## src/design/stwm_pkg.sv

```systemverilog
`default_nettype none
package stwm_pkg;

   localparam int HalfPeriodWidth = 16;
   localparam int WaitWidth       = 24;
   localparam int CsrDataWidth    = 24;

   localparam logic [HalfPeriodWidth-1:0] HalfPeriodReset = 16'd5;
   localparam logic [WaitWidth-1:0]       WaitReset       = 24'd500000;

   typedef enum logic [0:0] {
      CSR_HALF_PERIOD = 1'b0,
      CSR_CONV_WAIT   = 1'b1
   } csr_index_type;

   localparam logic [7:0] CmdTemperature = 8'h03;
   localparam logic [7:0] CmdHumidity    = 8'h05;

   localparam logic [3:0] ResetClocks = 4'd9;
   localparam logic [3:0] StartSteps  = 4'd7;
   localparam logic [3:0] ByteBits    = 4'd8;
   localparam logic [1:0] LastByte    = 2'd2;

   // start sequence levels, one bit per half period, top bit unused
   localparam logic [7:0] StartSck  = 8'b0011_0110;
   localparam logic [7:0] StartData = 8'b0110_0011;

   typedef enum logic [12:0] {
      PH_IDLE    = 13'b0_0000_0000_0001,
      PH_RST_HI  = 13'b0_0000_0000_0010,
      PH_RST_LO  = 13'b0_0000_0000_0100,
      PH_START   = 13'b0_0000_0000_1000,
      PH_CMD_HI  = 13'b0_0000_0001_0000,
      PH_CMD_LO  = 13'b0_0000_0010_0000,
      PH_ACK     = 13'b0_0000_0100_0000,
      PH_WAIT    = 13'b0_0000_1000_0000,
      PH_RD_HI   = 13'b0_0001_0000_0000,
      PH_RD_LO   = 13'b0_0010_0000_0000,
      PH_RACK_HI = 13'b0_0100_0000_0000,
      PH_RACK_LO = 13'b0_1000_0000_0000,
      PH_DONE    = 13'b1_0000_0000_0000
   } phase_type;

   typedef struct packed {
      logic clock_pin;
      logic data_drive_enable;
      logic data_pin_out;
      logic busy;
      logic done;
   } pins_type;

   typedef struct packed {
      logic start_req;
      logic measure_humidity;
      logic reset_first;
      logic data_pin_in;
   } tick_type;

endpackage
`default_nettype wire

```

## src/design/stwm_seq.sv

```systemverilog
`default_nettype none
module stwm_seq (
   input  wire                                   clock,
   input  wire                                   reset,
   input  wire                                   advance,
   input  wire stwm_pkg::tick_type               tick,
   input  wire [stwm_pkg::HalfPeriodWidth-1:0]   half_period,
   input  wire [stwm_pkg::WaitWidth-1:0]         conv_wait,
   output stwm_pkg::pins_type                    pins,
   output logic [15:0]                           raw_value,
   output logic [7:0]                            crc_byte,
   output logic [1:0]                            error_count
);
   import stwm_pkg::*;

   phase_type               phase_ff, phase_in;
   logic [WaitWidth-1:0]    tick_ff, tick_in;
   logic [3:0]              bit_ff, bit_in;
   logic [7:0]              shift_ff, shift_in;
   logic [1:0]              byte_ff, byte_in;
   logic [15:0]             value_ff, value_in;
   logic [7:0]              crc_ff, crc_in;
   logic [1:0]              error_ff, error_in;
   logic                    mode_ff, mode_in;

   logic [WaitWidth-1:0]    len_raw;
   logic [WaitWidth-1:0]    len;
   logic [WaitWidth:0]      tick_inc;
   logic                    ph_end;
   logic [1:0]              error_inc;

   // phase length, end-of-phase test and saturating error increment
   always_comb begin
      len_raw  = (phase_ff == PH_WAIT) ? conv_wait
                                       : {{(WaitWidth-HalfPeriodWidth){1'b0}}, half_period};
      len      = (len_raw == '0) ? {{(WaitWidth-1){1'b0}}, 1'b1} : len_raw;
      tick_inc = {1'b0, tick_ff} + {{WaitWidth{1'b0}}, 1'b1};
      ph_end   = tick_inc >= {1'b0, len};
      error_inc = (error_ff == 2'd3) ? error_ff : error_ff + 2'd1;
   end

   always_comb begin
      pins = '{clock_pin: 1'b0, data_drive_enable: 1'b1, data_pin_out: 1'b1,
               busy: 1'b1, done: 1'b0};
      case (phase_ff)
         PH_RST_HI:  pins.clock_pin = 1'b1;
         PH_RST_LO:  ;
         PH_START: begin
            pins.clock_pin    = StartSck[bit_ff[2:0]];
            pins.data_pin_out = StartData[bit_ff[2:0]];
         end
         PH_CMD_HI: begin
            pins.clock_pin    = 1'b1;
            pins.data_pin_out = shift_ff[7];
         end
         PH_CMD_LO:  pins.data_pin_out = shift_ff[7];
         PH_ACK, PH_RD_HI: begin
            pins.clock_pin         = 1'b1;
            pins.data_drive_enable = 1'b0;
         end
         PH_WAIT, PH_RD_LO: pins.data_drive_enable = 1'b0;
         PH_RACK_HI: begin
            pins.clock_pin    = 1'b1;
            pins.data_pin_out = (byte_ff >= LastByte);
         end
         PH_RACK_LO: pins.data_pin_out = (byte_ff >= LastByte);
         PH_DONE: begin
            pins.busy = 1'b0;
            pins.done = 1'b1;
         end
         default:    pins.busy = 1'b0;
      endcase
   end

   always_comb begin
      phase_in = phase_ff;
      tick_in  = tick_ff;
      bit_in   = bit_ff;
      shift_in = shift_ff;
      byte_in  = byte_ff;
      value_in = value_ff;
      crc_in   = crc_ff;
      error_in = error_ff;
      mode_in  = mode_ff;
      if (phase_ff != PH_IDLE && phase_ff != PH_DONE) begin
         tick_in = ph_end ? '0 : tick_inc[WaitWidth-1:0];
      end
      case (phase_ff)
         PH_RST_HI: if (ph_end) phase_in = PH_RST_LO;
         PH_RST_LO: begin
            if (ph_end) begin
               if (bit_ff + 4'd1 >= ResetClocks) begin
                  bit_in   = '0;
                  phase_in = PH_START;
               end else begin
                  bit_in   = bit_ff + 4'd1;
                  phase_in = PH_RST_HI;
               end
            end
         end
         PH_START: begin
            if (ph_end) begin
               if (bit_ff + 4'd1 >= StartSteps) begin
                  bit_in   = '0;
                  shift_in = mode_ff ? CmdHumidity : CmdTemperature;
                  phase_in = PH_CMD_HI;
               end else begin
                  bit_in = bit_ff + 4'd1;
               end
            end
         end
         PH_CMD_HI: if (ph_end) phase_in = PH_CMD_LO;
         PH_CMD_LO: begin
            if (ph_end) begin
               shift_in = {shift_ff[6:0], 1'b0};
               if (bit_ff + 4'd1 >= ByteBits) begin
                  bit_in   = '0;
                  phase_in = PH_ACK;
               end else begin
                  bit_in   = bit_ff + 4'd1;
                  phase_in = PH_CMD_HI;
               end
            end
         end
         PH_ACK: begin
            if (ph_end) begin
               if (tick.data_pin_in) error_in = error_inc;
               phase_in = PH_WAIT;
            end
         end
         PH_WAIT: begin
            if (ph_end) begin
               if (tick.data_pin_in) error_in = error_inc;
               byte_in  = '0;
               bit_in   = '0;
               shift_in = '0;
               phase_in = PH_RD_HI;
            end
         end
         PH_RD_HI: begin
            if (ph_end) begin
               shift_in = {shift_ff[6:0], tick.data_pin_in};
               phase_in = PH_RD_LO;
            end
         end
         PH_RD_LO: begin
            if (ph_end) begin
               if (bit_ff + 4'd1 >= ByteBits) begin
                  bit_in = '0;
                  case (byte_ff)
                     2'd0:    value_in = {shift_ff, value_ff[7:0]};
                     2'd1:    value_in = {value_ff[15:8], shift_ff};
                     default: crc_in   = shift_ff;
                  endcase
                  phase_in = PH_RACK_HI;
               end else begin
                  bit_in   = bit_ff + 4'd1;
                  phase_in = PH_RD_HI;
               end
            end
         end
         PH_RACK_HI: if (ph_end) phase_in = PH_RACK_LO;
         PH_RACK_LO: begin
            if (ph_end) begin
               if (byte_ff >= LastByte) begin
                  byte_in  = '0;
                  phase_in = PH_DONE;
               end else begin
                  byte_in  = byte_ff + 2'd1;
                  shift_in = '0;
                  phase_in = PH_RD_HI;
               end
            end
         end
         PH_DONE: begin
            phase_in = PH_IDLE;
            tick_in  = '0;
         end
         default: begin
            phase_in = PH_IDLE;
            tick_in  = '0;
            if (tick.start_req) begin
               mode_in  = tick.measure_humidity;
               error_in = '0;
               value_in = '0;
               crc_in   = '0;
               bit_in   = '0;
               byte_in  = '0;
               shift_in = '0;
               phase_in = tick.reset_first ? PH_RST_HI : PH_START;
            end
         end
      endcase
   end

   always_ff @(posedge clock) begin
      if (reset) begin
         phase_ff <= PH_IDLE;
         tick_ff  <= '0;
         bit_ff   <= '0;
         shift_ff <= '0;
         byte_ff  <= '0;
         value_ff <= '0;
         crc_ff   <= '0;
         error_ff <= '0;
         mode_ff  <= 1'b0;
      end else if (advance) begin
         phase_ff <= phase_in;
         tick_ff  <= tick_in;
         bit_ff   <= bit_in;
         shift_ff <= shift_in;
         byte_ff  <= byte_in;
         value_ff <= value_in;
         crc_ff   <= crc_in;
         error_ff <= error_in;
         mode_ff  <= mode_in;
      end
   end

   assign raw_value   = value_ff;
   assign crc_byte    = crc_ff;
   assign error_count = error_ff;

endmodule
`default_nettype wire

```

## src/design/sensor_two_wire_measure_master_top.sv

```systemverilog
// Two-wire humidity/temperature sensor measurement master.
// Request channel (req_*): one request per timer tick, carrying the start
// request, mode, connection-reset flag and the sampled DATA level.
// Response channel (rsp_*): exactly one response per request, giving the
// SCK/DATA pin levels, busy/done flags and the last measurement (raw value,
// CRC byte, error count) as they stood before that request was applied.
// The response is registered: a request accepted at an edge shows its response
// in the cycle after. Throughput is one request per cycle; the response
// register lets a new request in whenever the held response is taken in
// the same cycle or the register is empty.
// When the receiver stalls, req_ready drops and the sequencer freezes,
// so no tick is lost; time on the pins is counted in requests, not clocks.
// Configuration: csr_wr_en writes half-period (index 0) or conversion wait
// (index 1) at once; write only while idle.
// Synchronous reset returns the sequencer to idle, clears the measurement
// registers, restores the timing defaults and empties the response register.
`default_nettype none
module sensor_two_wire_measure_master_top (
   input  wire                                clock,
   input  wire                                reset,
   input  wire                                req_valid,
   output logic                               req_ready,
   input  wire                                req_start_req,
   input  wire                                req_measure_humidity,
   input  wire                                req_reset_first,
   input  wire                                req_data_pin_in,
   output logic                               rsp_valid,
   input  wire                                rsp_ready,
   output logic                               rsp_clock_pin,
   output logic                               rsp_data_drive_enable,
   output logic                               rsp_data_pin_out,
   output logic                               rsp_busy_res,
   output logic                               rsp_done_res,
   output logic [15:0]                        rsp_raw_value,
   output logic [7:0]                         rsp_crc_byte,
   output logic [1:0]                         rsp_error_count,
   input  wire                                csr_wr_en,
   input  wire                                csr_index,
   input  wire [stwm_pkg::CsrDataWidth-1:0]   csr_wdata
);
   import stwm_pkg::*;

   logic [HalfPeriodWidth-1:0] half_period_ff;
   logic [WaitWidth-1:0]       conv_wait_ff;
   logic                       rsp_valid_ff, rsp_valid_in;
   pins_type                   pins_ff, pins;
   logic [15:0]                value_ff, value;
   logic [7:0]                 crc_ff, crc;
   logic [1:0]                 error_ff, error;
   tick_type                   tick;
   logic                       advance;

   assign req_ready = !rsp_valid_ff || rsp_ready;
   assign advance   = req_valid && req_ready;
   assign tick      = '{start_req: req_start_req, measure_humidity: req_measure_humidity,
                        reset_first: req_reset_first, data_pin_in: req_data_pin_in};

   always_ff @(posedge clock) begin
      if (reset) begin
         half_period_ff <= HalfPeriodReset;
         conv_wait_ff   <= WaitReset;
      end else if (csr_wr_en) begin
         case (csr_index_type'(csr_index))
            CSR_HALF_PERIOD: half_period_ff <= csr_wdata[HalfPeriodWidth-1:0];
            CSR_CONV_WAIT:   conv_wait_ff   <= csr_wdata[WaitWidth-1:0];
            default:         ;
         endcase
      end
   end

   stwm_seq u_seq (
      .clock       (clock),
      .reset       (reset),
      .advance     (advance),
      .tick        (tick),
      .half_period (half_period_ff),
      .conv_wait   (conv_wait_ff),
      .pins        (pins),
      .raw_value   (value),
      .crc_byte    (crc),
      .error_count (error)
   );

   always_comb begin
      rsp_valid_in = rsp_valid_ff;
      if (advance) begin
         rsp_valid_in = 1'b1;
      end else if (rsp_ready) begin
         rsp_valid_in = 1'b0;
      end
   end

   always_ff @(posedge clock) begin
      if (reset) begin
         rsp_valid_ff <= 1'b0;
      end else begin
         rsp_valid_ff <= rsp_valid_in;
      end
   end

   always_ff @(posedge clock) begin
      if (advance) begin
         pins_ff  <= pins;
         value_ff <= value;
         crc_ff   <= crc;
         error_ff <= error;
      end
   end

   assign rsp_valid             = rsp_valid_ff;
   assign rsp_clock_pin         = pins_ff.clock_pin;
   assign rsp_data_drive_enable = pins_ff.data_drive_enable;
   assign rsp_data_pin_out      = pins_ff.data_pin_out;
   assign rsp_busy_res          = pins_ff.busy;
   assign rsp_done_res          = pins_ff.done;
   assign rsp_raw_value         = value_ff;
   assign rsp_crc_byte          = crc_ff;
   assign rsp_error_count       = error_ff;

endmodule
`default_nettype wire

```

## config.mk

```make
export PLATFORM = sky130hd
export DESIGN_NAME = sensor_two_wire_measure_master_top
export DESIGN_NICKNAME = d
export VERILOG_FILES = /design/src/design/stwm_pkg.sv /design/src/design/stwm_seq.sv /design/src/design/sensor_two_wire_measure_master_top.sv
export SDC_FILE = /design/constraint.sdc
export NUM_CORES = 1
export LEC_CHECK = 0
export ABC_CLOCK_PERIOD_IN_PS = 11000
export BUFFER_PORTS_ARGS = -buffer_cell sky130_fd_sc_hd__buf_4
export CELL_PAD_IN_SITES_DETAIL_PLACEMENT = 0
export CELL_PAD_IN_SITES_GLOBAL_PLACEMENT = 1
export CORE_UTILIZATION = 50
export DETAILED_ROUTE_END_ITERATION = 6
export PLACE_DENSITY_LB_ADDON = 0.08
export SLEW_MARGIN = 20
export SYNTH_ARGS = -nofsm -noshare
export SYNTH_HDL_FRONTEND = slang
export SYNTH_HIERARCHICAL = 1
export SYNTH_SLANG_ARGS = --single-unit
export TNS_END_PERCENT = 5
```

## constraint.sdc

```tcl
create_clock -name clock -period 11 [get_ports clock]
set_input_delay 0 -clock clock [delete_from_list [all_inputs] [get_ports clock]]
set_output_delay 0 -clock clock [all_outputs]
set_load 0.02 [all_outputs]
```

Yosys cells after proc, flatten, opt, wreduce, memory -nomap -nowiden. Memories as Yosys holds them, arrays and structs flattened. A register that Yosys moved wholly into a read port is not among the register bits. Index checks and enable logic that the tools add are counted. W data, S select, Z words.

Bits in registers: 150. Bits in read-only memories: 16. Output and inout bits: 33. Memories kept: 2. Bits in writable memories: 0. Bits in latches: 0.

Memory list: (no name shown) (words 8, bits a word 1, rd ports 1, clocked after memory_dff 1, wr ports 0, RTL line stwm_seq.sv:49) `pins.clock_pin = StartSck[bit_ff[2:0]];`; (no name shown) (words 8, bits a word 1, rd ports 1, clocked after memory_dff 1, wr ports 0, RTL line stwm_seq.sv:50) `pins.data_pin_out = StartData[bit_ff[2:0]];`.

Equality and inequality tests: 40. Div/mod/pow operators: 0. Multiply operators: 0. Reductions and logical operators: 38. Shift-type cells: 0. Bitwise gates (word level): 7. Add/subtract/negate cells: 4. Muxes and demuxes: 74. $lt $le $gt $ge: 6.

Operator list (count): $mux W13 (14); $pmux W13 S12 (1); $mux W24 (5); $mux W8 (11); $pmux W16 S2 (2); $mux W16 (3); $pmux W8 S6 (1); $mux W4 (10); $ne A2 B1 Y1 const B (17); $add A24 B1 Y25 const B (1); $ge A25 B24 Y1 (1); $logic_not A24 Y1 (1); $reduce_or A11 Y1 (2); $reduce_and A7 Y1 (3); $pmux W4 S5 (1); $reduce_or A10 Y1 (2); $pmux W8 S2 (1); $mux W3 (5); $mux W2 (7); $ne A2 B2 Y1 const B (7); $reduce_or A7 Y1 (2); $eq A13 B10 Y1 const B (1); $eq A13 B11 Y1 const B (1); $eq A13 B12 Y1 const B (1); other kinds (45) (69).

Logic depth before layout (Yosys ltp).
Word-level depth: 9. Gate-level depth with buffers: 23.

Modules after synthesis. Netlist, hierarchy kept.

Modules (own cells, without submodules): stwm_seq (area an instance 5317.6 um^2, cells an instance 662, instances 1); sensor_two_wire_measure_master_top (area an instance 2675.1 um^2, cells an instance 199, instances 1).

Worst setup path after synthesis. Ideal clock, no wire load.

Kind: register -> register. Start point: register u_seq.phase_ff[10]. End point: register u_seq.error_ff[0], in the netlist u_seq/error_count[0]. Library setup time: 0.128 ns. Path buffers: 4. Setup slack: 6.285 ns. Period minus slack after synthesis: 4.715 ns. Data arrival time: 4.587 ns. Cell stages (with the launch flop): 23. Cell sequence: dfxtp_1 -> buf_2 -> or3_1 -> nor3_2 -> nand3_1 -> clkbuf_1 -> buf_1 -> nor4_1 -> o21ai_0 -> nor4_1 -> nor2_1 -> nand2_1 -> ha_1 -> nand4_1 -> nor4_1 -> nand2_1 -> a21oi_1 -> a311oi_4 -> buf_6 -> or4b_4 -> a211oi_4 -> mux2i_1 -> nor2_1.

Cells in the longest elaborated chain, start to end: 7.

Ends and longest elaborated chain: from (decl) (RTL line stwm_seq.sv:16) `phase_type phase_ff, phase_in;`; from (signal assigned) (RTL line stwm_seq.sv:208) `phase_ff <= phase_in;`; $eq A13 B8 Y1 (RTL line stwm_seq.sv:34, stwm_seq.sv:88); $mux W24 (RTL line stwm_seq.sv:34) `len_raw = (phase_ff == PH_WAIT) ? conv_wait`; $logic_not A24 Y1 (RTL line stwm_seq.sv:36) `len = (len_raw == '0) ? {{(WaitWidth-1){1'b0}}, 1'b1} : len_raw;`; $mux W24 (RTL line stwm_seq.sv:36); $ge A25 B24 Y1 (RTL line stwm_seq.sv:38) `ph_end = tick_inc >= {1'b0, len};`; $ne A2 B1 Y1 (no source line); $reduce_and A6 Y1 (no source line); to (signal assigned) (RTL line stwm_seq.sv:215) `error_ff <= error_in;`; to (decl) (RTL line stwm_seq.sv:23) `logic [1:0] error_ff, error_in;`.

Parallel ways exist; a longest one is shown, timed or not. A chain may end at the register's enable or synchronous reset.

Worst setup path in the final report.
Start point: register u_seq.phase_ff[10]. End point: register u_seq.phase_ff[8].

Cells in the longest elaborated chain, start to end: 7.

Ends and longest elaborated chain (RTL line): $eq A13 B8 Y1 (stwm_seq.sv:34, stwm_seq.sv:88); $mux W24 (stwm_seq.sv:34); $logic_not A24 Y1 (stwm_seq.sv:36); $mux W24 (stwm_seq.sv:36); $ge A25 B24 Y1 (stwm_seq.sv:38); $ne A2 B1 Y1 (no source line); $reduce_and A13 Y1 (no source line).

Parallel ways exist; a longest one is shown, timed or not.

==> results.sh <==
export IMPL_outcome="finished, violations left"
export IMPL_violations="design-rule violations, negative hold slack"
export IMPL_n_antenna_cell=0
export IMPL_worstMarginPinSlew_ps=908.6
export IMPL_hold_path_end="u_seq/shift_ff[0]"
export IMPL_cts_sinks=152
export IMPL_synth_compound_area_share_pct=13.74
export IMPL_final_min_clock_period_ps=5522
export IMPL_placed_area_um2=8488
export IMPL_end_kind="flip-flop"
export IMPL_drive_gt1_share_pct=14.94
export IMPL_post_route_util_pct=60.84
export IMPL_dieArea_um2=16500
export IMPL_ys_warn_count=6
export IMPL_synth_area_per_cell_um2=9.283
export IMPL_rows=45
export IMPL_grt_use_total_pct=24.24
export IMPL_setup_violations=0
export IMPL_worstSkewPairLatency_ps=420
export IMPL_synth_edf_count=31
export IMPL_slew_headroom_pct=39.42
export IMPL_synth_commonest_cells="dfxtp_1, nor2_1, a21oi_1, nand2_1, nand3_1"
export IMPL_dp_hpwl_mm=13.36
export IMPL_drcViolationCount=4
export IMPL_synthArstFlopShare_pct=0
export IMPL_power_density_nw_per_um2=137.6
export IMPL_syn_inst=861
export IMPL_ys_seq_area_share_pct=41.95
export IMPL_die_h_um=128.4
export IMPL_hold_depth=3
export IMPL_final_nets=987
export IMPL_start_util_pct=51.81
export IMPL_hold_buffers=30
export IMPL_max_freq_mhz=181.1
export IMPL_reg2reg_depth=18
export IMPL_worstPathCellList="or3_1 -> nor3_2 -> nand3_1 -> buf_4 -> mux2i_1 -> nand2_1 -> nor4_1 -> o21bai_1 -> ha_1 -> nand3_1 -> a21oi_1 -> o221ai_1 -> a21oi_1 -> a311oi_4 -> a2111oi_2 -> o21ai_2 -> mux2i_1 -> nor2_1"
export IMPL_ir_worst_vdd_v=0.0001262
export IMPL_yosysMostFrequentCell="dfxtp_1"
export IMPL_ys_seq_elements=152
export IMPL_r2r_start="u_seq/phase_ff[10]"
export IMPL_cts_made_buffers=17
export IMPL_yosysTopAreaCellShare_pct=30.31
export IMPL_critical_path_required_ps=11280
export IMPL_yosys_top_cells_area="dfxtp_1, edfxtp_1, mux2i_1"
export IMPL_antenna_left=0
export IMPL_portBuffers=66
export IMPL_drtIter0Drc=513
export IMPL_grt_ovfl_total=0
export IMPL_grt_max_degree=71
export IMPL_vias=6583
export IMPL_timing_final_crit_share_pct=50.20
export IMPL_synth_area_leader_cell="dfxtp_1"
export IMPL_antenna_found_initial=0
export IMPL_synthMuxAreaShare_pct=6.277
export IMPL_firstDrtPassIters=7
export IMPL_r2r_end="u_seq/phase_ff[8]"
export IMPL_rrSetupSlack_ps=5480
export IMPL_wl_mm=19.35
export IMPL_cts_resized=0
export IMPL_fillers=1317
export IMPL_worst_path_largest_cell_delay_ps=740
export IMPL_area_growth_pct=17.44
export IMPL_rsz0062_at_grt="no"
export IMPL_pin_count=67
export IMPL_fin_setup_tns_ps=0
export IMPL_synth_cell_types=78
export IMPL_path_class="flip-flop to flip-flop"
export IMPL_grt_pass1_wl_mm=31.22
export IMPL_cp_start_kind="flip-flop"
export IMPL_fp_coreArea_um2=15430
export IMPL_leakage_uw=0.003781
export IMPL_clk_path_buf_depth=2
export IMPL_clk_pin_slew_ps=70
export IMPL_cts_tree="built"
export IMPL_ys_flop_type="dfxtp_1"
export IMPL_gp_congestion=0.8942
export IMPL_via_per_inst=5.734
export IMPL_synth_top_family_by_area="simple AND/OR/NAND/NOR gates"
export IMPL_h_tree_depth=4
export IMPL_critPathArrivalTime_ps=5800
export IMPL_fin_worst_skew_ps=10.79
export IMPL_cap_violations=0
export IMPL_synth_adder_area_share_pct=4.540
export IMPL_crit_path_start="u_seq/phase_ff[10]"
export IMPL_drv_slew=0
export IMPL_synth_xor_area_share_pct=3.287
export IMPL_critPathMaxFanout=18
export IMPL_min_path_type="input port to flip-flop"
export IMPL_clockRootBuffer="clkbuf_16"
export IMPL_dieWidth_um=128.4
export IMPL_post_cts_buffers=0
export IMPL_hold_viol_final=1
export IMPL_wl_per_cell_um=16.86
export IMPL_synthesis_nets=924
export IMPL_syn_area_um2=7993
export IMPL_min_from="req_data_pin_in"
export IMPL_slowest_stage="o21ai_2"
export IMPL_synth_simple_gate_area_share_pct=25.94
export IMPL_fin_hold_ws_ps=-9.503
export IMPL_first_global_vias=6133
export IMPL_finalInstanceArea_um2=9387
[state kept, by name, summed over array words and instances, names as in the netlist, named ones only]
signal                 cells
u_seq/tick_ff             24
rsp_crc_byte               8
u_seq/bit_ff               4
u_seq/byte_ff              2
conv_wait_ff              24
u_seq/shift_ff             8
rsp_busy_res               1
rsp_valid                  1
rsp_done_res               1
u_seq/error_count          2
u_seq/phase_ff            13
rsp_data_pin_out           1
u_seq/raw_value           16
rsp_clock_pin              1
rsp_raw_value             16
u_seq/mode_ff              1
u_seq/crc_byte             8
rsp_data_drive_enable      1
rsp_error_count            2
half_period_ff            16
[cell families after synthesis]
group                    count (synthesis)
AND/OR/NAND/NOR                        369
AO/OA/AOI/OAI                          162
flip-flops                             152
buffers and inverters                   69
multiplexers                            50
XOR/XNOR                                30
adder cells (fa/ha/maj)                 29
[metal layers]
metal / vias to the layer above / GRT usage (%) / routed length, um
met3: 20 / 5.281 / 743
met2: 171 / 43.75 / 9999
met5: - / 0 / 0
met1: 3153 / 29.03 / 8354
li1: 3239 / - / -
met4: 0 / 6.367 / 255
[worst max-delay path, delay by kind of cell, from the launching register on]
| family | cells | cell delay (ps) |
|---|---|---|
| fa+ha+maj | 1 | 260 |
| simple gates | 7 | 1460 |
| buf+inv | 1 | 260 |
| compound gates | 7 | 2250 |
| flops | 1 | 420 |
| mux | 2 | 690 |
[layout by cell type, fill, tap and decap left out, types with 7 or more instances in the layout]
cell / count
a211o_1: 8
a21oi_1: 71
and3_1: 21
buf_4: 69
clkbuf_16: 17
dfxtp_1: 121
dlygate4sd3_1: 30
edfxtp_1: 31
ha_1: 29
inv_1: 14
mux2i_1: 49
nand2_1: 58
nand2b_1: 45
nand3_1: 57
nand4_1: 14
nor2_1: 74
nor2b_1: 16
nor3_1: 15
nor4_1: 9
nor4b_1: 11
o211ai_1: 13
o21ai_0: 23
o21ai_1: 7
xnor2_1: 21
xor2_1: 9
[report_power, final]
part / internal (uW) / total [uW] / switching, uW
Sequential: 583 / 593 / 10.3
Clock: 329 / 586 / 257
Combinational: 49.5 / 113 / 63.1
Total: 962 / 1290 / 331
[worst max path at each step]
| stage | end | slack, ps | cells past startpoint |
|---|---|---|---|
| after floorplan | u_seq/error_count[0] | 6280 | 22 |
| after global placement | u_seq/phase_ff[8] | 5650 | 18 |
| after detailed placement | u_seq/phase_ff[9] | 5520 | 18 |
| after CTS | u_seq/phase_ff[9] | 5500 | 18 |
| after global routing | u_seq/phase_ff[9] | 4960 | 19 |
| final | u_seq/phase_ff[8] | 5480 | 18 |
[metrics by stage]
step           total power [uW]  setup slack, ps  instances
5_1_grt                    1336             4960       1148
3_5_place_dp              709.8             5518       1086
2_1_floorplan             676.2             6285        861
4_1_cts                    1302             5497       1148
6_report                   1292             5478       1148
3_3_place_gp              706.9             5647       1086
[area by class of cell]
class                   count  area (um^2)  share of cell area, %
repair buffers             99        818.3                  8.718
multi-input cells         640         4300                  45.81
clock buffers              18        439.2                  4.679
flip-flops and latches    152         3353                  35.72
well taps                 211        264.0                  2.813
inverters                  14        52.55                 0.5599
clock inverters            14        158.9                  1.693
(Power assumes the default switching activity.)
